--- config.mk ---
export PLATFORM = sky130hd
export DESIGN_NAME = sqf_ram
export DESIGN_NICKNAME = d
export VERILOG_FILES = /design/src/sqf_ram.sv
export SDC_FILE = /design/constraint.sdc
export NUM_CORES = 2
export LEC_CHECK = 0
export ABC_AREA = 1
export BUFFER_PORTS_ARGS = -buffer_cell sky130_fd_sc_hd__clkbuf_2
export CORE_AREA = 2 2 306 534
export DETAILED_ROUTE_END_ITERATION = 7
export DIE_AREA = 0 0 308 536
export PLACE_DENSITY = 0.7
export SYNTH_ARGS = -nofsm -noshare
export SYNTH_HDL_FRONTEND = slang
export SYNTH_SLANG_ARGS = --single-unit
--- constraint.sdc ---
create_clock -name clk -period 2.3 [get_ports clk]
set_input_delay 0.115 -clock clk [delete_from_list [all_inputs] [get_ports clk]]
set_output_delay 0.115 -clock clk [all_outputs]
set_load 0.01 [all_outputs]
--- src/sqf_ram.sv ---
// ----------------------------------------------------------------------------
// Generic RAM
// Single write port, single read port with registered read data.
// ----------------------------------------------------------------------------
module sqf_ram #(
    parameter int WIDTH = 17,
    parameter int DEPTH = 128
) (
    input  logic                     clk,
    input  logic                     we,
    input  logic [$clog2(DEPTH)-1:0] waddr,
    input  logic [WIDTH-1:0]         wdata,
    input  logic [$clog2(DEPTH)-1:0] raddr,
    output logic [WIDTH-1:0]         rdata
);

    logic [WIDTH-1:0] mem [DEPTH];
    logic [WIDTH-1:0] rdata_reg;

    always_ff @(posedge clk)
    begin
        if (we)
        begin
            mem[waddr] <= wdata;
        end
        rdata_reg <= mem[raddr];
    end

    assign rdata = rdata_reg;

endmodule

; ---- After elaboration in Yosys (flattened, before gate mapping)
; Memories as Yosys holds them, arrays and structs flattened. A register that Yosys moved wholly into a read port is not among the register bits.
; Index checks and enable logic that the tools add are counted.
[word_totals]
register_bits = 0
ramBits = 2176
output_inout_bits = 17
elab_cells = 3
mem_count = 1
[classes]
mux = 2
[memory_table]
columns = name, depth, width, read_ports, rd_clocked_by_memory_dff, write_ports, line
row1 = mem, 128, 17, 1, 1, 1, 17  ; logic [WIDTH-1:0] mem [DEPTH];
[op_table]
columns = cell, count
row1 = 2-to-1 mux 1 bit, 2

; ---- Logic depth before layout (Yosys ltp)
[depth]
depth_word = 2
depth_mapped = 13
mapped_depth_nobuf = 9

; ---- Least setup slack after synthesis
; OpenSTA, ideal clock, no wires.
[synth_timing]
path_kind = input port to flip-flop
startpoint = in we
endpoint = mem mem[105][0] (enable)
setup_time_ns = 0.390
t_arrival_ns = 1.472
required_time_ns = 1.910
path_slack_ns = 0.437
stages = 4
cell_sequence = clkbuf_1 > nand2_1 > clkbuf_1 > nor2_1
[synth_between]
elab_chain_cells = 2
[synth_lines]
columns = item, line
row1 = start: declaration, 10  ; input logic we,
row2 = 2-to-1 mux 1 bit, 22  ; if (we)
row3 = 2-to-1 mux 1 bit (not written as such), 24  ; mem[waddr] <= wdata;
row4 = end: declaration, 17
; No other way between the ends.

==> summary.txt <==
Finish
  • Max FFs per register: 2176
  • Layout Nets: roughly 7500
  • Final Non-Filler Cells: 9639
  • Share of cells above drive strength 1: 0.0994
  • Commonest non-fill, non-tap cell in the layout: nand2_1
  • # fillers: 11900
  • Highest-count cells in the layout ignoring fill and taps: 2216 x nand2_1, 2176 x edfxtp_1, 2145 x nand3_1, 301 x buf_4, 190 x clkbuf_16
  • P&R area growth vs syn: 13.5%
  • Final Cell Area: 99700 um2

Die
  • Die outline height: 536 um
  • I/O Pins: 50
  • Row count: about 200
  • Die X: a little over 300 um
  • Die ar.: 165000 um2
  • Initial core utilization: 0.545
  • Core area: around 160000 um2

Routing
  • Number of remaining DRC errors: 0
  • DR iter-0 viols: 7543
  • Router iterations before antenna repair: 6
  • Avg WL per Cell: 26.2 um
  • Vias: 59000
  • Routed WL: approximately 250000 um
  • Detail Route Antenna Nets: 0
  • Vias per cell: between 6 and 7

Clock tree
  • Clk sinks: 2193
  • Clk_lat worst skew: 0.87 ns
  • Clock-pin slew on the worst setup and hold paths: 0.07 ns
  • Resized Gates After CTS: 0
  • Clock root buffer: clkbuf_16
  • CTS tree: yes
  • Hold-fix buffers, CTS: 25
  • Setup bufs post-CTS: 0
  • # H-tree levels: 4
  • Maximum root-to-sink buffer count: 4
  • Num CTS Buffers: 189

Logic synthesis
  • Sequential-to-total area share from yosys stat: 0.748
  • Syn Area/Cell: 12.2 um2
  • Synth top area cells: edfxtp_1 74%, nand3_1 12%, nand2_1 9.5%
  • Yosys top cell area share: 0.744
  • Post-Syn Area: 87800 um2
  • Biggest area consumer among synthesized cells: edfxtp_1
  • Synth warn: 0
  • Unique cell type count in the Yosys netlist: 15
  • Syn nets: 7238
  • Post-Synthesis Cells: 7205
  • #FFs+latches synth: 2193

Critical path
  • R2R depth: 8
  • Startpoint Class: flop
  • CP required: 2.99 ns
  • WP data arrival: 2.92 ns
  • Setup CP Type: reg2reg
  • Reg-to-reg setup timing slack: 0.07 ns
  • Reg2reg start: mem[111][10]
  • Crit. Startpoint: mem[111][10]
  • Critical path capture point type: flop
  • CP max FO: 1
  • RR Endpoint: rdata[10]

Placed design
  • Placed cells: 9276
  • Placed cell area: 93600 um2
  • GPL Wtd Cong: 0.952
  • PortBufs: 49
  • Post-DP HPWL: 156000 um

GRT
  • Global-route wire length before repair: 371000 um
  • Grt total ovfl: 0
  • Largest net degree at the start of global routing: 129
  • Initial antenna violation count: 10
  • GRT Util Overall: 0.306
  • Vias in the first global route: 57900

Timing
  • Final setup violation count: 0
  • Max-slew violation count: 0
  • Final Hold Fails: 0
  • Skew final: 0.0905 ns
  • Tightest Pin Transition: 1.12 ns
  • RSZ-0062 raised after global routing: false
  • Relative slew slack: 0.250
  • Fmax achieved: 449 MHz
  • Post-route minimum period: 2.23 ns
  • Final period utilization: 0.969

Job
  • Max-cap viol count: 0

Min path
  • Worst Hold Depth: 5
  • Hold Path Origin: waddr[4]
  • Min-delay worst type: in2reg
  • Hold endpoint: mem[21][8]

Power and ir drop
  • Power Dens Cells: 810 nW/um2
  • Max VDD drop: 0.549 mV
  • LEAKAGE: about 35 nW

Outcome
  • Status: completed
==> metal layers <==
layer | vias up | track usage | wire length (um)
met5 | - | 0 | 24
met4 | 4 | 0.210 | 19500
met3 | 753 | 0.0474 | 23600
met2 | 3394 | 0.508 | 124000
met1 | 28700 | 0.369 | 85400
li1 | 26200 | - | -
==> cell usage after synthesis <==
library cell / n
buf_1: 44
buf_2: 302
buf_4: 22
buf_6: 23
clkbuf_1: 94
clkinv_1: 2
dfxtp_1: 17
edfxtp_1: 2176
inv_1: 18
inv_2: 3
inv_4: 1
nand2_1: 2216
nand3_1: 2145
nor2_1: 134
nor3_1: 8
==> worst max-delay path, cell delays in order (launching register included) <==
cell and delay (ns):
edfxtp_1 0.38, nand2_1 0.11, nand3_1 0.09, nand3_1 0.10
nand3_1 0.24, nand3_1 0.22, nand3_1 0.36, nand3_1 0.48
nand2_1 0.08
==> stage by stage <==
stage               setup TNS, ns  utilization  hold WS (ns)  total power, W  setup WS [ns]
floorplan                       0            -         0.214          0.0477          0.437
global placement            -1.65        0.581         0.451          0.0505         -0.247
detailed placement          -1.71        0.581         0.449          0.0506         -0.286
CTS                             0        0.619      0.000937          0.0808          0.163
global route                    0        0.619        0.0619          0.0827          0.137
finish                          0        0.619        0.0280          0.0807         0.0715
==> logic make-up (layout without fill, tap and decap cells) <==
| family | count (synthesis) | in the layout | share of synthesized area |
|---|---|---|---|
| buffers and inverters | 509 | 871 | 0.0290 |
| DFF | 2193 | 2193 | 0.748 |
| other | 0 | 4 | 0 |
| and+or+nand+nor | 4503 | 4503 | 0.223 |
==> how the worst max path moves through the flow <==
stage | to | cells after the start
global placement | rdata[10] | 13
finish | rdata[10] | 8
global route | rdata[16] | 9
floorplan | mem[105][0] | 4
detailed placement | rdata[10] | 12
CTS | rdata[10] | 8
==> report_power, final <==
part / internal, W / switching [W] / leakage (nW)
registers: 0.0441 / 0.000118 / 19.7
clock network: 0.0169 / 0.0140 / 2.86
logic: 0.00158 / 0.00409 / 12.6
==> layout make-up <==
type / count / area [um2] / share of cell area
Clock buffer: 237 / 5030 / 0.0505
Inverter: 24 / 124 / 0.00124
Tap cell: 2068 / 2590 / 0.0260
Clock inverter: 97 / 815 / 0.00817
Timing Repair Buffer: 513 / 5820 / 0.0584
Sequential cell: 2193 / 65700 / 0.659
Multi-Input combinational cell: 4503 / 19600 / 0.197
Antenna cell: 4 / 10.0 / 0.000100
(Power assumes the default switching activity.)
