**src/sqf_pkg.sv**
```systemverilog
// ----------------------------------------------------------------------------
// SQUFOF factorizer package
// Shared types and constants for the square-forms factorizer.
// ----------------------------------------------------------------------------
package sqf_pkg;

    localparam int DIV_W   = 64;
    localparam int DVS_W   = 32;
    localparam int SQ_W    = 64;
    localparam int ROOT_W  = 32;
    localparam int Q_ENT_W = 17;

    localparam logic [1:0] STAT_OK    = 2'd0;
    localparam logic [1:0] STAT_QOVF  = 2'd1;
    localparam logic [1:0] STAT_LIMIT = 2'd2;

    localparam logic [1:0] REG_FWD_LIMIT   = 2'd0;
    localparam logic [1:0] REG_REV_LIMIT   = 2'd1;
    localparam logic [1:0] REG_QUEUE_LIMIT = 2'd2;

    localparam logic [19:0] FWD_LIMIT_RST   = 20'd800000;
    localparam logic [15:0] REV_LIMIT_RST   = 16'd40000;
    localparam logic [7:0]  QUEUE_LIMIT_RST = 8'd100;

    typedef struct packed {
        logic             start;
        logic [DIV_W-1:0] dividend;
        logic [DVS_W-1:0] divisor;
    } div_req_t;

    typedef struct packed {
        logic             done;
        logic [DIV_W-1:0] quotient;
    } div_rsp_t;

    typedef struct packed {
        logic            start;
        logic [SQ_W-1:0] radicand;
    } sqrt_req_t;

    typedef struct packed {
        logic              done;
        logic [ROOT_W-1:0] root;
    } sqrt_rsp_t;

endpackage

```
**src/sqf_isqrt.sv**
```systemverilog
// ----------------------------------------------------------------------------
// SQUFOF integer square root
// Exact floor square root, one result bit per cycle.
// ----------------------------------------------------------------------------
module sqf_isqrt (
    input  logic               clk,
    input  logic               rst_n,
    input  sqf_pkg::sqrt_req_t req,
    output sqf_pkg::sqrt_rsp_t rsp
);
    import sqf_pkg::*;

    logic            busy_reg, busy_next;
    logic            done_reg, done_next;
    logic [SQ_W-1:0] v_reg, v_next;
    logic [SQ_W-1:0] res_reg, res_next;
    logic [SQ_W-1:0] bit_reg, bit_next;
    logic [SQ_W-1:0] trial;

    assign trial = res_reg + bit_reg;

    always_comb
    begin
        busy_next = busy_reg;
        done_next = 1'b0;
        v_next    = v_reg;
        res_next  = res_reg;
        bit_next  = bit_reg;
        if (req.start)
        begin
            busy_next = 1'b1;
            v_next    = req.radicand;
            res_next  = '0;
            bit_next  = SQ_W'(1) << (SQ_W - 2);
        end
        else if (busy_reg)
        begin
            if (v_reg >= trial)
            begin
                v_next   = v_reg - trial;
                res_next = (res_reg >> 1) + bit_reg;
            end
            else
            begin
                res_next = res_reg >> 1;
            end
            bit_next = bit_reg >> 2;
            if (bit_reg[0])
            begin
                busy_next = 1'b0;
                done_next = 1'b1;
            end
        end
    end

    always_ff @(posedge clk or negedge rst_n)
    begin
        if (!rst_n)
        begin
            busy_reg <= 1'b0;
            done_reg <= 1'b0;
        end
        else
        begin
            busy_reg <= busy_next;
            done_reg <= done_next;
        end
    end

    always_ff @(posedge clk)
    begin
        v_reg   <= v_next;
        res_reg <= res_next;
        bit_reg <= bit_next;
    end

    assign rsp.done = done_reg;
    assign rsp.root = res_reg[ROOT_W-1:0];

endmodule

```
**config.mk**
```make
export PLATFORM = sky130hd
export DESIGN_NAME = sqf_isqrt
export DESIGN_NICKNAME = d
export VERILOG_FILES = /design/src/sqf_pkg.sv /design/src/sqf_isqrt.sv
export SDC_FILE = /design/constraint.sdc
export NUM_CORES = 1
export LEC_CHECK = 0
export BUFFER_PORTS_ARGS = -buffer_cell sky130_fd_sc_hd__buf_2
export CORE_ASPECT_RATIO = 0.9
export CORE_MARGIN = 2
export CORE_UTILIZATION = 35
export DETAILED_ROUTE_END_ITERATION = 16
export PLACE_DENSITY_LB_ADDON = 0.05
export SLEW_MARGIN = 0
export SYNTH_ARGS = -nofsm -noshare
export SYNTH_HDL_FRONTEND = slang
export SYNTH_SLANG_ARGS = --single-unit
```
**constraint.sdc**
```tcl
create_clock -name clk -period 19.4 [get_ports clk]
set_clock_uncertainty 0.1 [all_clocks]
set_input_delay 1.94 -clock clk [delete_from_list [all_inputs] [get_ports clk]]
set_output_delay 1.94 -clock clk [all_outputs]
set_load 0.02 [all_outputs]
```
# After elaboration in Yosys (flattened, before gate mapping)
# Index checks and enable logic that the tools add are counted.
# totals
register_bits,162
latchBits,0
ram_bits,0
rom_bits,0
n_memories,0
# op_classes
n_addsub,3
mul,0
n_div,0
n_lt_le_gt_ge,1
eq_ne,0
n_shift,0
mux,10
bitwise,0
reduce_logical,3
# op_table
cell,count
64-bit 2-to-1 mux,4
63-bit by 63-bit adder with 64-bit output,1
64-bit by 63-bit adder with 64-bit output,1
64-bit greater-or-equal comparator,1
64-bit subtractor,1
1-bit 2-to-1 mux,6
2-bit nonzero test,2
2-bit AND reduction,1

# Longest topological paths before layout
# Gate-level depths: netlist of run 1.
# depth
ltp_word,5
ltp_mapped,26

# Worst setup path before layout of run 1
# No wires, ideal clock.
# synth_path
kind,reg-to-reg
from,reg res_reg[2]
to,reg v_reg[0] (enable)
setup_ps,575
arrival_time_ps,8898
required_time_ps,18725
slack_ps,9827
path_stages_with_launch,22
cell_sequence,dfxtp_1 > ha_1 > a31oi_1 > a211oi_1 > a31oi_1 > o21ai_1 > o2111ai_1 > a21oi_1 > o21ai_1 > a221oi_1 > a31o_2 > xnor2_1 > ha_1 > clkbuf_1 > nand4_1 > or2_2 > o221ai_1 > o41ai_1 > a21o_1 > buf_2 > buf_1 > o21ai_0
# synth_between
elab_chain_cells,4
# synth_lines
element,line_no,rtl
from (decl),sqf_isqrt.sv:16,"logic [SQ_W-1:0] res_reg, res_next;"
from (signal assigned),sqf_isqrt.sv:73,res_reg <= res_next;
64-bit by 63-bit adder with 64-bit output,sqf_isqrt.sv:20,assign trial = res_reg + bit_reg;
64-bit greater-or-equal comparator,sqf_isqrt.sv:38,if (v_reg >= trial)
2-bit nonzero test (no line),--,
2-bit AND reduction (no line),--,
to (signal assigned),sqf_isqrt.sv:72,v_reg <= v_next;
to (decl),sqf_isqrt.sv:15,"logic [SQ_W-1:0] v_reg, v_next;"
# Every way passes these cells.
# A chain may end at the register's enable or synchronous reset.

# Worst setup path after layout of run 1
# layout_path
from,reg res_reg[2]
to,reg res_reg[60]
# layout_between
elab_chain_cells,3
word_cells_on_any_way,4
cone_classes,add/sub: 2; order compare: 1; mux: 1
# layout_lines
element,line_no
64-bit by 63-bit adder with 64-bit output,sqf_isqrt.sv:20
64-bit greater-or-equal comparator,sqf_isqrt.sv:38
64-bit 2-to-1 mux *,sqf_isqrt.sv:38
# Mark *: on every way between the ends. The rest lies on a longest branch, timed or not.

==> impl_metrics.py, run 1 <==
metrics = {
    "run_status": {
        "status": "finished clean",
    },
    "min_path": {
        "holdCritStartpoint": "res_reg[0]",
        "whs_path_depth": 2,
        "whs_endpoint": "res_reg[0]",
        "hold_path.class": "reg -> reg",
    },
    "logic_synthesis": {
        "synth_common_cells": "nand2_1 (255), nor2_1 (194), o21ai_0 (154)",
        "synth_cell_types": 85,
        "yosysWarnings": 0,
        "synthArstFlopShare": 0.0123,
        "synthCells": 2001,
        "synthTopCellsByArea": "dfxtp_1 (12%), edfxtp_1 (12%), ha_1 (11%), nand2_1 (6.2%), o21ai_0 (5.0%)",
        "syn-cell-area_um2": 15400,
        "ys_ff_latch": 162,
        "synth_area_per_cell_um2": 7.70,
        "synth_top_area_share": 0.125,
        "synth_top_cell_by_area": "dfxtp_1",
        "synth_edf_count": 64,
        "synth_most_common_cell": "nand2_1",
        "synth_flop_cell": "dfxtp_1",
        "synth_nets": 2199,
        "synth-seq-area-share": 0.253,
    },
    "drt": {
        "vias": 14600,
        "dr.pass1.iters": 5,
        "remaining_drc_errors": 0,
        "routed_via_density": 5.71,
        "drtIter0Drc": 1048,
        "routed_wl_um": 51000,
        "drtAntennaViolNets": 0,
        "post_drt_wl_per_cell_um": 19.9,
    },
    "pwr": {
        "power_mw": 2.31,
        "p_int_mw": 1.16,
        "seqPwrFrac": 0.241,
        "leakage_nw": 6.73,
        "clkPwrFrac": 0.146,
        "vdd_drop_max_uv": 119,
        "switchingPower_mw": 1.15,
        "combinationalPowerShare": 0.613,
        "power_density_nw_per_um2": 139,
        "switching_share": 0.496,
    },
    "clock_tree": {
        "numCtsBuffers": 17,
        "post_cts_buffers": 0,
        "clk_pin_slew_ns": 0.08,
        "postCtsHoldBufs": 0,
        "cts_tree": "done",
        "root_buffer": "clkbuf_16",
        "clock_sinks": 162,
        "insertion_delay_ns": 0.48,
        "h-tree-depth": 4,
        "cts_resized": 0,
        "clock_path_buffers": 2,
    },
    "worst_setup_path": {
        "cp_slowest_stage_delay_ns": 0.87,
        "cp-end-kind": "flip-flop",
        "startpoint_type": "flip-flop",
        "r2r_start": "res_reg[2]",
        "cp_max_fo": 82,
        "critical-path-top-delay-family": "compound AO/OA/AOI/OAI gates",
        "slowest_stage": "a211oi_1",
        "arrival_ns": 7.68,
        "crit_chain": "ha_1 -> a31oi_1 -> a211oi_1 -> a31oi_1 -> o21ai_1 -> o2111ai_1 -> a21oi_1 -> o21ai_1 -> a221oi_1 -> a31o_2 -> xnor2_1 -> ha_1 -> a21oi_1 -> o21bai_1 -> a21oi_1 -> o21ai_1 -> o41ai_1 -> a21o_2 -> buf_4 -> nor2_2 -> a32o_1 -> a21oi_1 -> o211ai_1",
        "r2r-end": "res_reg[60]",
        "crit_top_cell": "a21oi_1",
        "crit_buf_inv": 1,
        "reg2reg_slack_ns": 11.98,
        "cp.required_ns": 19.66,
        "r2r_cells": 23,
        "criticalPathCategory": "reg -> reg",
    },
    "final_layout": {
        "nFillCells": 4586,
        "nets": 2194,
        "drive_above_1_share": 0.0916,
        "syn_to_final_growth_pct": 7.85,
        "diodes": 0,
        "register_area_um2": 3900,
        "multi_input_area_um2": 10700,
    },
    "global_routing": {
        "grt_use_total": 0.225,
        "antenna_found_initial": 0,
        "overflow": 0,
        "grt_pass1_wl_um": 80200,
        "grt_max_degree": 105,
        "grt_pass1_vias": 14300,
    },
    "sta": {
        "setup_violations": 0,
        "final_hold_viol_count": 0,
        "tns_ns": 0,
        "tightest_slew_ns": 1.03,
        "min_period_ns": 7.42,
        "max_freq_mhz": 135,
        "slew_viol_final": 0,
        "maxSlewHeadroom": 0.309,
        "min_period_over_period": 0.383,
        "rsz0062_at_grt": "false",
    },
    "floorplanning": {
        "start_util": 0.356,
        "io-pin-count": 100,
        "fp.coreArea_um2": 43200,
        "die_h_um": 203,
        "die_area_um2": 45700,
        "core.rowCount": 72,
        "die_w_um": 225,
    },
    "place": {
        "routabilityCongestion": 0.886,
        "hpwlAfterDp_um": 39300,
        "port_buffers": 99,
    },
    "job": {
        "cap_violations": 0,
    },
}
==> stage by stage <==
step | instances | worst slack (ns) | util | cell area [µm²] | hold WS (ns)
2_1_floorplan | 2001 | 9.83 | - | 15400 | 0.374
3_3_place_gp | 2532 | 12.20 | 0.371 | 16100 | 0.391
3_5_place_dp | 2532 | 12.11 | 0.371 | 16100 | 0.424
4_1_cts | 2564 | 12.07 | 0.384 | 16600 | 0.439
5_1_grt | 2564 | 11.55 | 0.384 | 16600 | 0.477
6_report | 2564 | 11.98 | 0.384 | 16600 | 0.448
==> power by group through the flow <==
stage	sequential [mW]	combinational, mW	clock, mW
finish	0.556	1.42	0.339
global route	0.568	1.58	0.358
CTS	0.558	1.42	0.348
detailed placement	0.563	1.41	0
global placement	0.566	1.42	0
floorplan	0.542	1.07	0
==> final cells by class <==
type                    instances  area share
multi-input cells            1653       0.644
clock buffers                  18      0.0258
repair buffers                110      0.0352
flip-flops and latches        162       0.235
clock inverters                14     0.00708
inverters                      52      0.0118
well taps                     555      0.0418
==> cell usage in the layout, fill, tap and decap left out, types with 5 or more instances in the layout <==
master / instances
and4_1: 6
or2_2: 7
o21bai_1: 29
o41ai_1: 6
nor4_1: 15
o21a_1: 10
buf_2: 98
and3_1: 15
ha_1: 130
nor2_1: 193
clkbuf_16: 17
nand4_1: 42
o221ai_1: 6
mux2i_1: 43
inv_1: 51
nor3_1: 20
nand2_1: 255
xor2_1: 79
o21ai_1: 53
a21oi_1: 123
xnor2_1: 74
nor2b_1: 12
a21o_1: 50
a31o_2: 11
o21ai_0: 153
a311oi_1: 15
buf_4: 11
or3_1: 15
a211oi_1: 22
dfxtp_1: 96
o31ai_1: 21
nand2b_1: 9
nand3_1: 41
a21boi_0: 8
and2_1: 26
edfxtp_1: 64
inv_6: 5
a31oi_1: 73
o211ai_1: 7
==> metal layers <==
metal  global-route usage  up-vias  wire (µm)
li1                     -     7329          -
met4               0.0778        0       1420
met5                    0        -          0
met3               0.0366       76       2090
met1                0.289     6899      23400
met2                0.381      329      24100
==> worst register-to-register path, delay by kind of cell, from the launching register on <==
kind                       cells  cell delay, ns
DFF                            1            0.40
xor gates and xnor gates       1            0.06
adders and majority gates      2            0.75
buffers and inverters          1            0.69
and+or+nand+nor                1            0.32
AOI/OAI and AO/OA             18            5.00
==> worst max path at each step <==
stage,startpoint,endpoint,slack (ns),cells after the start
finish,res_reg[2],res_reg[60],11.98,23
global route,res_reg[2],res_reg[60],11.55,23
CTS,res_reg[2],res_reg[60],12.07,23
detailed placement,res_reg[2],res_reg[60],12.11,23
global placement,res_reg[2],v_reg[0],12.20,19
floorplan,res_reg[2],v_reg[0],9.83,21
==> cells by family after synthesis <==
group                    Yosys count  synth area share
AO/OA/AOI/OAI                    652             0.272
XOR/XNOR                         153            0.0870
adder cells (fa/ha/maj)          131             0.107
buffers and inverters            186            0.0542
flip-flops                       162             0.253
multiplexers                      46            0.0301
AND/OR/NAND/NOR                  671             0.197
Power figures use the tool's default switching activity.
==> run 2, diff against run 1 <==
ABC_AREA = 1   (was not set)
clock period = 6.87 ns   (was 19.4 ns; I/O delays follow)
==> run 2 against run 1 <==
Non-clock buffer count rose by 14. Largest power group unchanged. Synthesized cell count rose by 80%. Count of clock-buffer cells in the layout fell by 1. Maximum frequency rose by 29%. Clock power rose to 3.1 times the previous value. Largest cell class unchanged. Power rose to 4.0 times the previous value.
==> impl_metrics.py, run 2 <==
metrics = {
    "run_status": {
        "status": "finished clean",
    },
    "logic_synthesis": {
        "synth_flop_cell": "dfxtp_1",
        "synthTopCellsByArea": "nand2_1 (23%), dfxtp_1 (9.5%), edfxtp_1 (9.5%), inv_1 (9.3%), nor2_1 (8.4%)",
        "yosysWarnings": 0,
        "synth_most_common_cell": "nand2_1",
        "synthArstFlopShare": 0.0123,
        "synth_top_cell_by_area": "nand2_1",
        "synth_edf_count": 64,
        "synth_nets": 3796,
        "synth_cell_types": 51,
        "synthCells": 3598,
        "synth_common_cells": "nand2_1 (1,217), inv_1 (501), nor2_1 (453)",
        "synth_area_per_cell_um2": 5.62,
        "synth-seq-area-share": 0.193,
        "ys_ff_latch": 162,
        "synth_top_area_share": 0.226,
        "syn-cell-area_um2": 20200,
    },
    "global_routing": {
        "overflow": 0,
        "grt_max_degree": 82,
        "antenna_found_initial": 1,
        "grt_use_total": 0.302,
        "grt_pass1_wl_um": 134000,
        "grt_pass1_vias": 20700,
    },
    "clock_tree": {
        "clk_pin_slew_ns": 0.08,
        "clock_sinks": 162,
        "post_cts_buffers": 0,
        "h-tree-depth": 4,
        "insertion_delay_ns": 0.51,
        "clock_path_buffers": 2,
        "cts_tree": "done",
        "numCtsBuffers": 17,
        "root_buffer": "clkbuf_16",
    },
    "worst_setup_path": {
        "startpoint_type": "flip-flop",
        "slowest_stage": "dfxtp_1",
        "crit_top_cell": "nand2_1",
        "cp.required_ns": 7.02,
        "cp_slowest_stage_delay_ns": 0.64,
        "reg2reg_slack_ns": 1.12,
        "critical-path-top-delay-family": "simple AND/OR/NAND/NOR gates",
        "arrival_ns": 5.90,
        "cp_max_fo": 23,
        "crit_chain": "ha_1 -> nand2_1 -> o21ai_0 -> nor2_1 -> nand2_1 -> o21ai_0 -> o21ai_2 -> nand2_1 -> nand2_1 -> nand3_1 -> nand2_1 -> xor2_1 -> ha_1 -> a21oi_1 -> o21ai_0 -> a21oi_1 -> nand2_1 -> a21oi_4 -> nand2_4 -> nand2_2 -> nand2_2 -> buf_12",
        "cp-end-kind": "flip-flop",
        "crit_buf_inv": 1,
        "criticalPathCategory": "reg -> reg",
    },
    "pwr": {
        "switchingPower_mw": 5.23,
        "vdd_drop_max_uv": 234,
        "seqPwrFrac": 0.199,
        "leakage_nw": 10.1,
        "power_density_nw_per_um2": 422,
        "combinationalPowerShare": 0.687,
        "switching_share": 0.567,
        "clkPwrFrac": 0.114,
        "p_int_mw": 3.99,
    },
    "sta": {
        "min_period_over_period": 0.837,
        "setup_violations": 0,
        "maxSlewHeadroom": 0.310,
        "final_hold_viol_count": 0,
        "tightest_slew_ns": 1.04,
        "min_period_ns": 5.75,
        "slew_viol_final": 0,
        "tns_ns": 0,
        "rsz0062_at_grt": "false",
        "max_freq_mhz": 174,
        "holdWs_ns": 0.343,
    },
    "drt": {
        "dr.pass1.iters": 6,
        "remaining_drc_errors": 0,
        "post_drt_wl_per_cell_um": 20.8,
        "routed_via_density": 5.22,
        "drtIter0Drc": 2408,
        "routed_wl_um": 91300,
        "drtAntennaViolNets": 0,
        "vias": 23000,
    },
    "final_layout": {
        "nFillCells": 6590,
        "diodes": 0,
        "syn_to_final_growth_pct": 7.99,
        "drive_above_1_share": 0.0567,
        "nets": 3820,
        "final_cell_mix": "nand2_1 (1,216), inv_1 (501), nor2_1 (453), nand3_1 (301), a21oi_1 (216)",
        "final_common_cell": "nand2_1",
    },
    "floorplanning": {
        "fp.coreArea_um2": 57100,
        "die_w_um": 257,
        "die_area_um2": 59700,
        "die_h_um": 232,
        "io-pin-count": 100,
        "start_util": 0.354,
        "core.rowCount": 83,
    },
    "place": {
        "routabilityCongestion": 1.04,
        "port_buffers": 99,
        "hpwlAfterDp_um": 75000,
    },
    "job": {
        "cap_violations": 0,
    },
    "min_path": {
        "hold_path.class": "in -> reg",
    },
}
run 2: cell count changes after synthesis, moves of 39 or more:
cell | previous run | this run
a31oi_1 | 73 | 17
inv_1 | 51 | 501
nor2_1 | 194 | 453
clkbuf_1 | 83 | 39
o21ai_1 | 53 | 7
nand3_1 | 41 | 301
mux2i_1 | 43 | 0
a21o_1 | 51 | 12
nand2_1 | 255 | 1217
a21oi_1 | 124 | 216
run 2: power by group through the flow:
stage / logic (mW) / clock network [mW] / registers (mW)
2_1_floorplan: 4.56 / 0 / 1.64
6_report: 6.33 / 1.05 / 1.84
5_1_grt: 7.05 / 1.12 / 1.87
3_5_place_dp: 6.24 / 0 / 1.86
3_3_place_gp: 6.23 / 0 / 1.86
4_1_cts: 6.27 / 1.09 / 1.84
run 2: worst register-to-register path: stages (launching register included):
cell	delay, ns
dfxtp_1	0.64
ha_1	0.32
nand2_1	0.09
o21ai_0	0.41
nor2_1	0.07
nand2_1	0.07
o21ai_0	0.17
o21ai_2	0.37
nand2_1	0.12
nand2_1	0.24
nand3_1	0.11
nand2_1	0.12
xor2_1	0.23
ha_1	0.34
a21oi_1	0.20
o21ai_0	0.15
a21oi_1	0.26
nand2_1	0.13
a21oi_4	0.18
nand2_4	0.07
nand2_2	0.29
nand2_2	0.44
buf_12	0.34
run 2: worst paths after layout:
check,from,endpoint,depth (start not counted)
min reg2reg,res_reg[0],res_reg[0],2
max,res_reg[10],v_reg[2],22
max in group asynchronous,rst_n,busy_reg,2
max reg2reg,res_reg[10],v_reg[2],22
min in group asynchronous,rst_n,busy_reg,2
min,req[10],v_reg[10],3
run 2: area by class of cell:
class,instances,area (µm²),share of cell area
clock inverter,15,186,0.00854
inverter,505,1900,0.0868
timing repair buffer,124,726,0.0332
tap,765,957,0.0438
multi-input combinational,2812,13800,0.630
sequential,162,3890,0.178
clock buffer,17,425,0.0195
run 2: per-stage QoR:
step | worst slack, ns | util | total power, mW | cell area (µm²) | cells
final | 1.12 | 0.382 | 9.22 | 21800 | 4400
after floorplan | 1.77 | - | 6.20 | 20200 | 3598
after global routing | 0.715 | 0.382 | 10.0 | 21800 | 4400
after detailed placement | 1.20 | 0.372 | 8.10 | 21200 | 4367
after CTS | 1.17 | 0.382 | 9.20 | 21800 | 4400
after global placement | 1.23 | 0.372 | 8.10 | 21200 | 4367
run 2: per-layer routing:
layer / global-route usage / vias up / wire, µm
met5: 0 / - / 0
met4: 0.0591 / 0 / 1310
met3: 0.0697 / 71 / 8310
met2: 0.441 / 874 / 37000
met1: 0.447 / 10500 / 44700
li1: - / 11500 / -
run 2: logic make-up after synthesis:
logic type | after synthesis | share of synthesized area
and+or+nand+nor | 2112 | 0.429
xor gates and xnor gates | 98 | 0.0424
DFF | 162 | 0.193
AOI/OAI and AO/OA | 471 | 0.127
buffers and inverters | 624 | 0.127
adders and majority gates | 131 | 0.0814
run 2: timing repair:
| item | in CTS | in global routing |
|---|---|---|
| hold endpoints to repair | 2 | 0 |
| hold buffers | 1 | 0 |
| resized for setup | 0 | 0 |
