[src/sqf_pkg.sv]
// ----------------------------------------------------------------------------
// SQUFOF factorizer package
// Shared types and constants for the square-forms factorizer.
// ----------------------------------------------------------------------------
package sqf_pkg;

    localparam int DIV_W   = 64;
    localparam int DVS_W   = 32;
    localparam int SQ_W    = 64;
    localparam int ROOT_W  = 32;
    localparam int Q_ENT_W = 17;

    localparam logic [1:0] STAT_OK    = 2'd0;
    localparam logic [1:0] STAT_QOVF  = 2'd1;
    localparam logic [1:0] STAT_LIMIT = 2'd2;

    localparam logic [1:0] REG_FWD_LIMIT   = 2'd0;
    localparam logic [1:0] REG_REV_LIMIT   = 2'd1;
    localparam logic [1:0] REG_QUEUE_LIMIT = 2'd2;

    localparam logic [19:0] FWD_LIMIT_RST   = 20'd800000;
    localparam logic [15:0] REV_LIMIT_RST   = 16'd40000;
    localparam logic [7:0]  QUEUE_LIMIT_RST = 8'd100;

    typedef struct packed {
        logic             start;
        logic [DIV_W-1:0] dividend;
        logic [DVS_W-1:0] divisor;
    } div_req_t;

    typedef struct packed {
        logic             done;
        logic [DIV_W-1:0] quotient;
    } div_rsp_t;

    typedef struct packed {
        logic            start;
        logic [SQ_W-1:0] radicand;
    } sqrt_req_t;

    typedef struct packed {
        logic              done;
        logic [ROOT_W-1:0] root;
    } sqrt_rsp_t;

endpackage

[src/sqf_div.sv]
// ----------------------------------------------------------------------------
// SQUFOF divider
// Unsigned restoring divider, one quotient bit per cycle.
// ----------------------------------------------------------------------------
module sqf_div (
    input  logic              clk,
    input  logic              rst_n,
    input  sqf_pkg::div_req_t req,
    output sqf_pkg::div_rsp_t rsp
);
    import sqf_pkg::*;

    localparam int CNT_W = $clog2(DIV_W);

    logic             busy_reg, busy_next;
    logic             done_reg, done_next;
    logic [CNT_W-1:0] cnt_reg, cnt_next;
    logic [DVS_W:0]   rem_reg, rem_next;
    logic [DIV_W-1:0] quo_reg, quo_next;
    logic [DVS_W-1:0] dvs_reg, dvs_next;
    logic [DVS_W:0]   rem_sh;
    logic             ge;

    assign rem_sh = {rem_reg[DVS_W-1:0], quo_reg[DIV_W-1]};
    assign ge     = rem_sh >= {1'b0, dvs_reg};

    always_comb
    begin
        busy_next = busy_reg;
        done_next = 1'b0;
        cnt_next  = cnt_reg;
        rem_next  = rem_reg;
        quo_next  = quo_reg;
        dvs_next  = dvs_reg;
        if (req.start)
        begin
            busy_next = 1'b1;
            cnt_next  = '0;
            rem_next  = '0;
            quo_next  = req.dividend;
            dvs_next  = req.divisor;
        end
        else if (busy_reg)
        begin
            rem_next = ge ? rem_sh - {1'b0, dvs_reg} : rem_sh;
            quo_next = {quo_reg[DIV_W-2:0], ge};
            cnt_next = cnt_reg + 1'b1;
            if (cnt_reg == CNT_W'(DIV_W - 1))
            begin
                busy_next = 1'b0;
                done_next = 1'b1;
            end
        end
    end

    always_ff @(posedge clk or negedge rst_n)
    begin
        if (!rst_n)
        begin
            busy_reg <= 1'b0;
            done_reg <= 1'b0;
            cnt_reg  <= '0;
        end
        else
        begin
            busy_reg <= busy_next;
            done_reg <= done_next;
            cnt_reg  <= cnt_next;
        end
    end

    always_ff @(posedge clk)
    begin
        rem_reg <= rem_next;
        quo_reg <= quo_next;
        dvs_reg <= dvs_next;
    end

    assign rsp.done     = done_reg;
    assign rsp.quotient = quo_reg;

endmodule

[config.mk]
export PLATFORM = sky130hd
export DESIGN_NAME = sqf_div
export DESIGN_NICKNAME = d
export VERILOG_FILES = /design/src/sqf_pkg.sv /design/src/sqf_div.sv
export SDC_FILE = /design/constraint.sdc
export NUM_CORES = 1
export LEC_CHECK = 0
export ABC_CLOCK_PERIOD_IN_PS = 4200
export BUFFER_PORTS_ARGS = -buffer_cell sky130_fd_sc_hd__buf_4
export CAP_MARGIN = 20
export CORE_UTILIZATION = 59
export CTS_BUF_LIST = sky130_fd_sc_hd__clkbuf_16
export DETAILED_ROUTE_END_ITERATION = 12
export PLACE_DENSITY_LB_ADDON = 0.1
export SLEW_MARGIN = 20
export SYNTH_ARGS = -nofsm -noshare
export SYNTH_HDL_FRONTEND = slang
export SYNTH_SLANG_ARGS = --single-unit
[constraint.sdc]
create_clock -name clk -period 4.2 [get_ports clk]
set_clock_uncertainty 0.15 [all_clocks]
set_input_delay 0.42 -clock clk [delete_from_list [all_inputs] [get_ports clk]]
set_output_delay 0.42 -clock clk [all_outputs]
set_load 0.1 [all_outputs]
After elaboration in Yosys (flattened, before gate mapping) --
Cells that the tools add are included.
Operators by class: multiplexer cells 11, reduce and logical (&&, ||, !) cells 1, $add $sub $neg 2, equality and inequality tests 1, order comparisons 1
Operators with widths (count):
- $mux W64 | 2
- $ge A33 B32 Y1 | 1
- $mux W32 | 1
- $sub A32 B32 Y32 | 1
- $mux W6 | 2
- $add A6 B1 Y6 const B | 1
- $eq A6 B6 Y1 const B | 1
- $mux W1 | 6
- $reduce_bool A2 Y1 | 1
Storage, ports and cells: input bits 99, flip-flop bits (word level) 136

Depth between registers and ports, before layout --
Gate-level depths: netlist of run 1.
word-level depth 4, depth in mapped cells 14, mapped depth without buffers 12

Worst setup path before layout of run 1 --
Ideal clock, no wire load.
kind reg2reg, from register quo_reg[63], to register rem_reg[30], stages on the path, launching flop included 13, data arrival time 3.391 ns, clock period less this slack 3.657 ns, slack 0.543 ns, required time 3.934 ns, path through edfxtp_1 inv_1 ha_1 fa_1 nand2b_1 a21o_1 a21o_1 a211o_1 a211o_1 a31o_2 a31oi_1 xor2_1 a31o_1
On the way: longest elaborated chain between the ends 2
RTL lines:
- start: declaration | RTL line sqf_div.sv:19 | logic [DIV_W-1:0] quo_reg, quo_next;
- start signal: assignment | RTL line sqf_div.sv:75 | quo_reg <= quo_next;
- $sub A32 B32 Y32 or $ge A33 B32 Y1 (tied branches) | RTL line sqf_div.sv:45, sqf_div.sv:25
- $mux W32 * | RTL line sqf_div.sv:45 | rem_next = ge ? rem_sh - {1'b0, dvs_reg} : rem_sh;
- end signal: assignment | RTL line sqf_div.sv:74 | rem_reg <= rem_next;
- end: declaration | RTL line sqf_div.sv:18 | logic [DVS_W:0] rem_reg, rem_next;
Every way passes the cells marked *; elsewhere a longest branch is shown, timed or not. A chain may end at the register's enable or synchronous reset.

Final worst setup path of run 1 --
from register dvs_reg[14], to register rem_reg[31]
On the way: longest elaborated chain between the ends 2
RTL lines:
- start: declaration | RTL line sqf_div.sv:20 | logic [DVS_W-1:0] dvs_reg, dvs_next;
- start signal: assignment | RTL line sqf_div.sv:76 | dvs_reg <= dvs_next;
- $sub A32 B32 Y32 or $ge A33 B32 Y1 (tied branches) | RTL line sqf_div.sv:45, sqf_div.sv:25
- $mux W32 * | RTL line sqf_div.sv:45
Marks and branches as above.

==> metrics.csv, run 1 <==
metric;value;unit
dp_cells;947;
grt_pass1_vias;5657;
vias;5511;
min_to;dvs_reg[6];
clkTransAtPathRegs;0.06;ns
slowest_stage;a311oi_1;
cpLargestDelayFamily;compound AO/OA/AOI/OAI gates;
yosysWarnings;0;
drt-total-wl;17.15;mm
maxSlewViolCount;0;
start_util;60.88;%
drv_cap;0;
swShare;39.70;%
synth_fp_nets;774;
syn2layout_area_growth;26.19;%
tns;0;ns
place_ws;1.042;ns
hpwl;12.26;mm
gr-total-overflow;0;
cts_buffer_depth;2;
drive_gt1_share;33.25;%
cp.arrival;3.33;ns
reg2regPathDepth;11;
worst-endpoint-required;4.34;ns
instances_no_fill;983;
cts_made_buffers;17;
slowest_delay;0.43;ns
worst_slack;1.009;ns
switchingPower;2.279;mW
setup_violations;0;
grt_pass1_wl;27.70;mm
wl_per_cell;17.45;um
drtAntennaViolNets;0;
final_nets;935;
worstPathCellList;inv_1 -> ha_1 -> a21o_1 -> a31oi_1 -> nand4_1 -> nor4_1 -> o31ai_1 -> a311oi_1 -> xnor2_1 -> mux2i_1 -> o21ai_1;
max_slew_margin;43.02;%
combPwrFrac;43.2;%
path_buf_inv;1;
cts_tree;built;
numPortBuffers;163;
period_minus_slack;3.191;ns
placed_cell_area;0.008665;mm^2
regToRegSetupSlack;1.01;ns
grt_max_degree;73;
hp-class;in2reg;
final-hold-violation-count;0;
power.share.clock;24.8;%
rows;40;
largest_reg_flops;64;
cp-end-kind;register;
ys_ff_latch;136;
setup.worst_path.class;reg2reg;
startpoint_type;register;
htreeDepth;4;
syn_inst;641;
die_h;113.6;um
clk_latency;0.42;ns
grt_usage;28.15;%
synth_area_leaders;edfxtp_1, mux2_2, dfxtp_1;
r2r_start;dvs_reg[14];
seqPwrFrac;32.0;%
antenna_found_initial;0;
post_synth.cell_area_avg;11.46;um^2
synth_ff_type;edfxtp_1;
synth-seq-area-share;50.71;%
hold_start;req[6];
synthArstFlopShare;5.882;%
drtIter0Drc;336;
n_antenna_cell;0;
hold_buffers;1;
yosys.area.top_type_share;39.26;%
finalCritPeriodShare;75.99;%
yosysTopAreaCell;edfxtp_1;
worst_pin_slew;0.8548;ns
vdd_ir_drop_max;0.4085;mV
path_max_fanout;5;
drcViolationCount;0;
design_area;0.009266;mm^2
dieArea;0.01290;mm^2
p_int;3.462;mW
rsz0062_at_grt;false;
ioPinCount;164;
fin_util;76.83;%
synth_edf_count;96;
leakage;4.012;nW
core-area;0.01206;mm^2
clock-sinks;136;
worstReg2RegEnd;rem_reg[31];
holdPathStages;1;
clock-root-buffer;clkbuf_16;
vias_per_cell;5.606;
synth.distinct_cells;59;
fmax;0.3133;GHz
die_w;113.6;um
netlist_area;0.007343;mm^2
ctsResizeCount;0;
post_cts_buffers;0;
drtPass1Iterations;5;
cellPowerDensity;619.5;mW/mm^2
place_congestion;0.9527;
outcome;finished, final reports clean;
## worst register-to-register path, stage by stage, from the launching register on
cell and delay (ns):
edfxtp_1 0.36, inv_1 0.07, ha_1 0.28, a21o_1 0.23, a31oi_1 0.35, nand4_1 0.21
nor4_1 0.38, o31ai_1 0.29, a311oi_1 0.43, xnor2_1 0.11, mux2i_1 0.14, o21ai_1 0.07
## cells in the mapped netlist, types with 2 or more instances
cell and n:
dfxtp_1 32, and2_1 6, a211o_1 2, nor2b_1 4, inv_1 42, dfrtp_1 8, a311oi_1 2, xnor2_1 16
mux2i_1 26, o21ai_0 17, o21a_1 3, buf_6 3, nand4_1 6, nand2b_1 5, and3_1 5, o31ai_1 4
nor3_1 5, ha_1 33, buf_2 3, mux2_2 65, o211ai_1 5, nor2_1 45, nor4_1 4, a31oi_1 9
a21oi_1 29, a31o_2 2, a211oi_1 19, nand2_1 44, o2bb2a_1 2, o31a_1 2, nand3_1 10, xor2_1 16
clkbuf_1 21, buf_1 2, o21bai_1 2, a221oi_1 2, a21o_1 17, o21ai_1 7, edfxtp_1 96
## worst max path at each step
stage / slack [ns] / from / depth (start not counted) / to
final: 1.01 / dvs_reg[14] / 11 / rem_reg[31]
after global routing: 0.77 / dvs_reg[14] / 11 / rem_reg[31]
after CTS: 1.01 / quo_reg[63] / 12 / rem_reg[30]
after detailed placement: 1.04 / quo_reg[63] / 12 / rem_reg[30]
after global placement: 1.00 / quo_reg[63] / 12 / rem_reg[30]
after floorplan: 0.54 / quo_reg[63] / 12 / rem_reg[30]
## power groups by stage
stage                     clock [mW]  combinational [mW]  sequential (mW)
final                           1.42                2.48             1.84
after CTS                       1.44                2.47             1.84
after detailed placement           0                2.46             1.85
after floorplan                    0                1.45             2.36
after global placement             0                2.41             1.85
after global routing            1.50                2.68             1.87
## kinds of logic (layout without fill, tap and decap cells)
group / after synthesis / count (layout) / share of synthesized area [%]
multiplexers: 91 / 91 / 13.51
buffers and inverters: 73 / 247 / 4.294
AO/OA/AOI/OAI: 137 / 137 / 13.22
adder cells (fa/ha/maj): 34 / 34 / 5.895
XOR/XNOR: 32 / 32 / 3.817
flip-flops: 136 / 136 / 50.71
AND/OR/NAND/NOR: 138 / 138 / 8.554
## per-layer routing
metal	wire, um	up-vias	track usage (%)	share of wire (%)
met5	0	-	0	0
li1	-	2680	-	-
met4	272	0	9.474	1.6
met1	7099	2622	33.33	41
met3	1230	20	10.73	7.2
met2	8551	189	47.07	50
## area by class of cell
type	count	area (um^2)
tap	168	210.2
timing repair buffer	173	1309
clock inverter	15	136.4
clock buffer	17	425.4
multi-input combinational	432	3304
fill	823	2795
inverter	42	157.7
sequential	136	3724
## through the flow
step / power (mW) / hold WS [ns]
after global placement: 4.260 / 0.08782
after detailed placement: 4.312 / 0.09142
after floorplan: 3.815 / -0.02559
after CTS: 5.756 / 0.001242
after global routing: 6.049 / 0.001676
final: 5.741 / 0.01916
## cells in the final DEF, fill, tap and decap left out, types with 17 or more instances in the layout
cell type  netlist  routed
buf_4            1     169
edfxtp_1        96      96
mux2_2          65      65
nor2_1          45      45
nand2_1         44      44
inv_1           42      42
ha_1            33      33
dfxtp_1         32      32
a21oi_1         29      29
mux2i_1         26      26
a211oi_1        19      19
a21o_1          17      17
o21ai_0         17      17
clkbuf_16        0      17
(Power assumes the default switching activity.)
==> inputs of run 2 (changes only) <==
ABC_AREA = 1   (was not set)
ABC_CLOCK_PERIOD_IN_PS = 2800   (was 4200)
CORE_UTILIZATION = 51   (was 59)
clock period = 2.8 ns   (was 4.2 ns; I/O delays follow)
==> metrics.csv, run 2 <==
metric;value;unit
synth_ff_type;edfxtp_1;
drtPass1Iterations;6;
core-area;0.01589;mm^2
grt_pass1_wl;37.58;mm
syn2layout_area_growth;35.32;%
drtAntennaViolNets;0;
synth-seq-area-share;44.92;%
synth_edf_count;96;
combPwrFrac;45.5;%
grt_usage;29.18;%
drcViolationCount;0;
grt.busiest_layer;met2;
cts_made_buffers;17;
cellPowerDensity;774.1;mW/mm^2
synth_fp_nets;1264;
hp-class;in2reg;
post_cts_buffers;0;
yosysWarnings;0;
drive_gt1_share;16.55;%
maxSlewViolCount;0;
final_nets;1522;
switchingPower;3.684;mW
cp.arrival;2.73;ns
outcome;finished, final reports clean;
ys_ff_latch;136;
max_slew_margin;56.60;%
htreeDepth;4;
regToRegSetupSlack;0.28;ns
yosysTopAreaCell;edfxtp_1;
antenna_found_initial;0;
drt-total-wl;23.29;mm
clock-root-buffer;clkbuf_16;
finalCritPeriodShare;90.10;%
syn_inst;1131;
synthArstFlopShare;5.882;%
seqPwrFrac;30.6;%
setup_violations;0;
grt_util_met3;6.936;%
post_synth.cell_area_avg;7.329;um^2
hpwl;16.07;mm
vias;7871;
period_minus_slack;2.523;ns
wl_per_cell;14.39;um
vias_per_cell;4.865;
largest_reg_flops;64;
grt_use_met2;49.43;%
final-hold-violation-count;0;
fmax;0.3964;GHz
vdd_ir_drop_max;0.5817;mV
worst_pin_slew;0.6510;ns
path_max_fanout;32;
yosys.area.top_type_share;34.78;%
dieArea;0.01677;mm^2
use_met1;36.65;%
power.share.clock;24.0;%
synthTopCellsByCount;nand2_1, inv_1, edfxtp_1, nand3_1, nor2_1;
rows;46;
drtIter0Drc;417;
tns;0;ns
setup.worst_path.class;reg2reg;
layout_commonest_cell;nand2_1;
synth_area_leaders;edfxtp_1, nand2_1, inv_1;
numPortBuffers;163;
rsz0062_at_grt;false;
clock-sinks;136;
swShare;42.43;%
ioPinCount;164;
startpoint_type;register;
die_w;129.5;um
yosys.cell_count.top_type;nand2_1;
cts_tree;built;
drv_cap;0;
fillers;1292;
start_util;52.18;%
cp-end-kind;register;
grt_pass1_vias;7701;
p_int;4.999;mW
synth.distinct_cells;40;
grt_max_degree;56;
leakage;5.930;nW
p_total;8.683;mW
die_h;129.5;um
gr-total-overflow;0;
worst-endpoint-required;3.01;ns
n_antenna_cell;0;
netlist_area;0.008289;mm^2
clkTransAtPathRegs;0.06;ns
place_congestion;0.9568;
cts_buffer_depth;2;
final_cell_mix;nand2_1, inv_1, buf_4;
clk_latency;0.43;ns
[run 2: final cells by class]
type	instances	area, um^2	area share (%)
sequential	136	3724	33.20
inverter	187	701.9	6.258
multi-input combinational	778	3699	32.97
timing repair buffer	269	2280	20.32
clock inverter	15	117.6	1.049
clock buffer	17	425.4	3.793
tap	216	270.3	2.409
[run 2: kinds of logic after synthesis]
| kind of cell | after synthesis | synth area share [%] |
|---|---|---|
| compound gates | 48 | 3.155 |
| fa+ha+maj | 34 | 5.223 |
| buf+inv | 217 | 10.55 |
| simple gates | 682 | 34.67 |
| xor+xnor | 14 | 1.479 |
| flops | 136 | 44.92 |
[run 2: power groups by stage]
stage	logic, mW	clock network [mW]	registers [mW]
6_report	3.95	2.08	2.66
3_5_place_dp	3.80	0	2.68
3_3_place_gp	3.77	0	2.68
5_1_grt	4.41	2.20	2.69
4_1_cts	3.93	2.10	2.65
2_1_floorplan	2.31	0	3.31
[run 2: path summary, 6_finish.rpt]
check,cells past startpoint,start,to
worst max register to register,14,rem_reg[19],rem_reg[23]
worst min register to register,2,rem_reg[15],rem_reg[15]
max in group asynchronous,2,rst_n,done_reg
worst max-delay path,14,rem_reg[19],rem_reg[23]
worst min-delay path,3,req[52],quo_reg[20]
min in group asynchronous,2,rst_n,cnt_reg[4]
[run 2: through the flow]
step | setup WS [ns] | instance area [um^2] | instances | hold WS, ns | util, %
CTS | 0.3154 | 11220 | 1618 | 0.005634 | 70.61
detailed placement | 0.3368 | 9733 | 1492 | -0.04076 | 61.27
global route | 0.05656 | 11220 | 1618 | 0.03922 | 70.61
global placement | 0.3453 | 9733 | 1492 | -0.04012 | 61.27
floorplan | 0.004292 | 8302 | 1131 | -0.1656 | -
finish | 0.2771 | 11220 | 1618 | 0.03030 | 70.61
[run 2: worst max-delay path: stages, from the launching register on]
cell     delay, ns
dfxtp_1       0.33
ha_1          0.40
nand2_1       0.20
inv_2         0.04
nand2_1       0.07
nand2_1       0.08
nand2_1       0.07
nand2_1       0.07
nand2_1       0.08
nand2_2       0.09
nor2_8        0.34
nand2_8       0.22
nand2_1       0.14
nand3_1       0.08
nand2_1       0.06
[run 2: timing repair]
| item | in CTS | in global routing |
|---|---|---|
| resized for setup | 0 | 0 |
| hold buffers | 94 | 0 |
| hold endpoints to repair | 101 | 0 |
[run 2: metal layers]
metal,share of wire (%),routed length [um]
met5,0,0
met3,6.3,1469
met2,48,11110
met1,44,10230
met4,2.0,476
==> inputs of run 3 (changes only) <==
ABC_CLOCK_PERIOD_IN_PS = 2400   (was 2800)
CORE_UTILIZATION = 56   (was 51)
SETUP_SLACK_MARGIN = 0.3   (was not set)
clock period = 2.4 ns   (was 2.8 ns; I/O delays follow)
==> metrics.csv, run 3 (synthesized netlist as in run 2, its figures left out) <==
metric;value;unit
setup.worst_path.class;reg2reg;
vias_per_cell;5.737;
die_h;123.7;um
dp_cells;1494;
grt_usage;42.37;%
setup_violations;0;
max_slew_margin;60.90;%
clkTransAtPathRegs;0.07;ns
place_congestion;0.9583;
clock-root-buffer;clkbuf_16;
rows;44;
path_max_fanout;7;
grt_max_degree;55;
largest_reg_flops;64;
core-area;0.01448;mm^2
drv_cap;0;
period_minus_slack;2.314;ns
final_nets;1611;
cts_made_buffers;17;
worst_slack;0.08587;ns
worst-endpoint-required;2.58;ns
r2r_start;dvs_reg[7];
worst_pin_slew;0.5865;ns
regToRegSetupSlack;0.09;ns
vias;9609;
gr-total-overflow;0;
ioPinCount;164;
grt_pass1_vias;9270;
cts_tree;built;
clock-sinks;136;
hpwl;17.44;mm
drtIter0Drc;1067;
final-hold-violation-count;0;
antenna_found_initial;0;
final_cell_mix;nand2_1, buf_4, inv_1;
grt_pass1_wl;47.74;mm
cp-end-kind;register;
reg2regPathDepth;16;
rsz0062_at_grt;true;
cellPowerDensity;993.9;mW/mm^2
clk_latency;0.43;ns
layout_commonest_cell;nand2_1;
wl_per_cell;20.00;um
n_antenna_cell;0;
outcome;finished, final reports clean;
numPortBuffers;163;
startpoint_type;register;
p_total;13.14;mW
drtPass1Iterations;7;
fillers;585;
start_util;57.25;%
instances_no_fill;1675;
drive_gt1_share;35.14;%
vdd_ir_drop_max;0.6855;mV
drcViolationCount;0;
cts_buffer_depth;2;
hp-class;in2async;
fin_util;91.34;%
fmax;0.4321;GHz
cp.arrival;2.49;ns
syn2layout_area_growth;59.55;%
multiInputGateArea;0.004843;mm^2
dieArea;0.01529;mm^2
drtAntennaViolNets;0;
maxSlewViolCount;0;
htreeDepth;4;
die_w;123.7;um
tns;0;ns
register_area;0.003725;mm^2
leakage;6.695;nW
worstReg2RegEnd;rem_reg[17];
place_ws;-0.0005793;ns
finalCritPeriodShare;96.42;%
drt-total-wl;33.51;mm
-- run 3: repair_timing --
item,in CTS,in global routing
cloned,7,1
hold endpoints to repair,103,0
setup endpoints to repair,33,33
resized for setup,150,102
pin swaps,69,56
setup buffers,35,10
hold buffers,96,0
-- run 3: final cells by class --
type	instances	area share [%]
well taps	184	1.741
repair buffers	355	23.77
clock buffers	17	3.217
flip-flops and latches	136	28.16
clock inverters	15	1.164
multi-input cells	781	36.62
inverters	187	5.317
-- run 3: power by group --
part           switching (mW)  internal [mW]
Clock                    1.11           1.53
Sequential              0.336           2.88
Combinational            4.40           2.89
Total                    5.84           7.30
-- run 3: worst max-delay path by stage --
stage | startpoint | endpoint | slack [ns] | cells after the start
6_report | dvs_reg[7] | rem_reg[17] | 0.09 | 16
3_5_place_dp | dvs_reg[24] | rem_reg[27] | -0.0006 | 13
2_1_floorplan | quo_reg[63] | rem_reg[30] | -0.23 | 15
3_3_place_gp | dvs_reg[22] | rem_reg[26] | 0.06 | 15
4_1_cts | dvs_reg[18] | rem_reg[29] | 0.21 | 18
5_1_grt | dvs_reg[7] | rem_reg[17] | -0.04 | 16
-- run 3: worst max-delay path, cell delays in order (launching register included) --
cell and delay [ns]:
edfxtp_1 0.39, inv_1 0.13, ha_4 0.24, nand2_4 0.09, inv_1 0.04, nand2_1 0.05, nand2_1 0.07, inv_1 0.07
nand3_2 0.10, nand2_2 0.11, nand2_4 0.08, nand2_8 0.12, buf_12 0.13, buf_16 0.13, nand3b_1 0.10, nand3_1 0.13
nand2_1 0.06
-- run 3: per-layer routing --
| metal | up-vias | wire length (um) | track usage (%) |
|---|---|---|---|
| li1 | 4223 | - | - |
| met1 | 4411 | 11620 | 47.07 |
| met2 | 766 | 16080 | 73.44 |
| met3 | 209 | 3468 | 10.49 |
| met4 | 0 | 2341 | 24.62 |
| met5 | - | 0 | 0 |
-- run 3: through the flow --
stage | area (um^2) | hold slack [ns]
5_1_grt | 13230 | 0.04465
2_1_floorplan | 8351 | -0.2056
3_3_place_gp | 10020 | -0.08750
4_1_cts | 12750 | 0.03329
3_5_place_dp | 10020 | -0.08796
6_report | 13230 | 0.03765
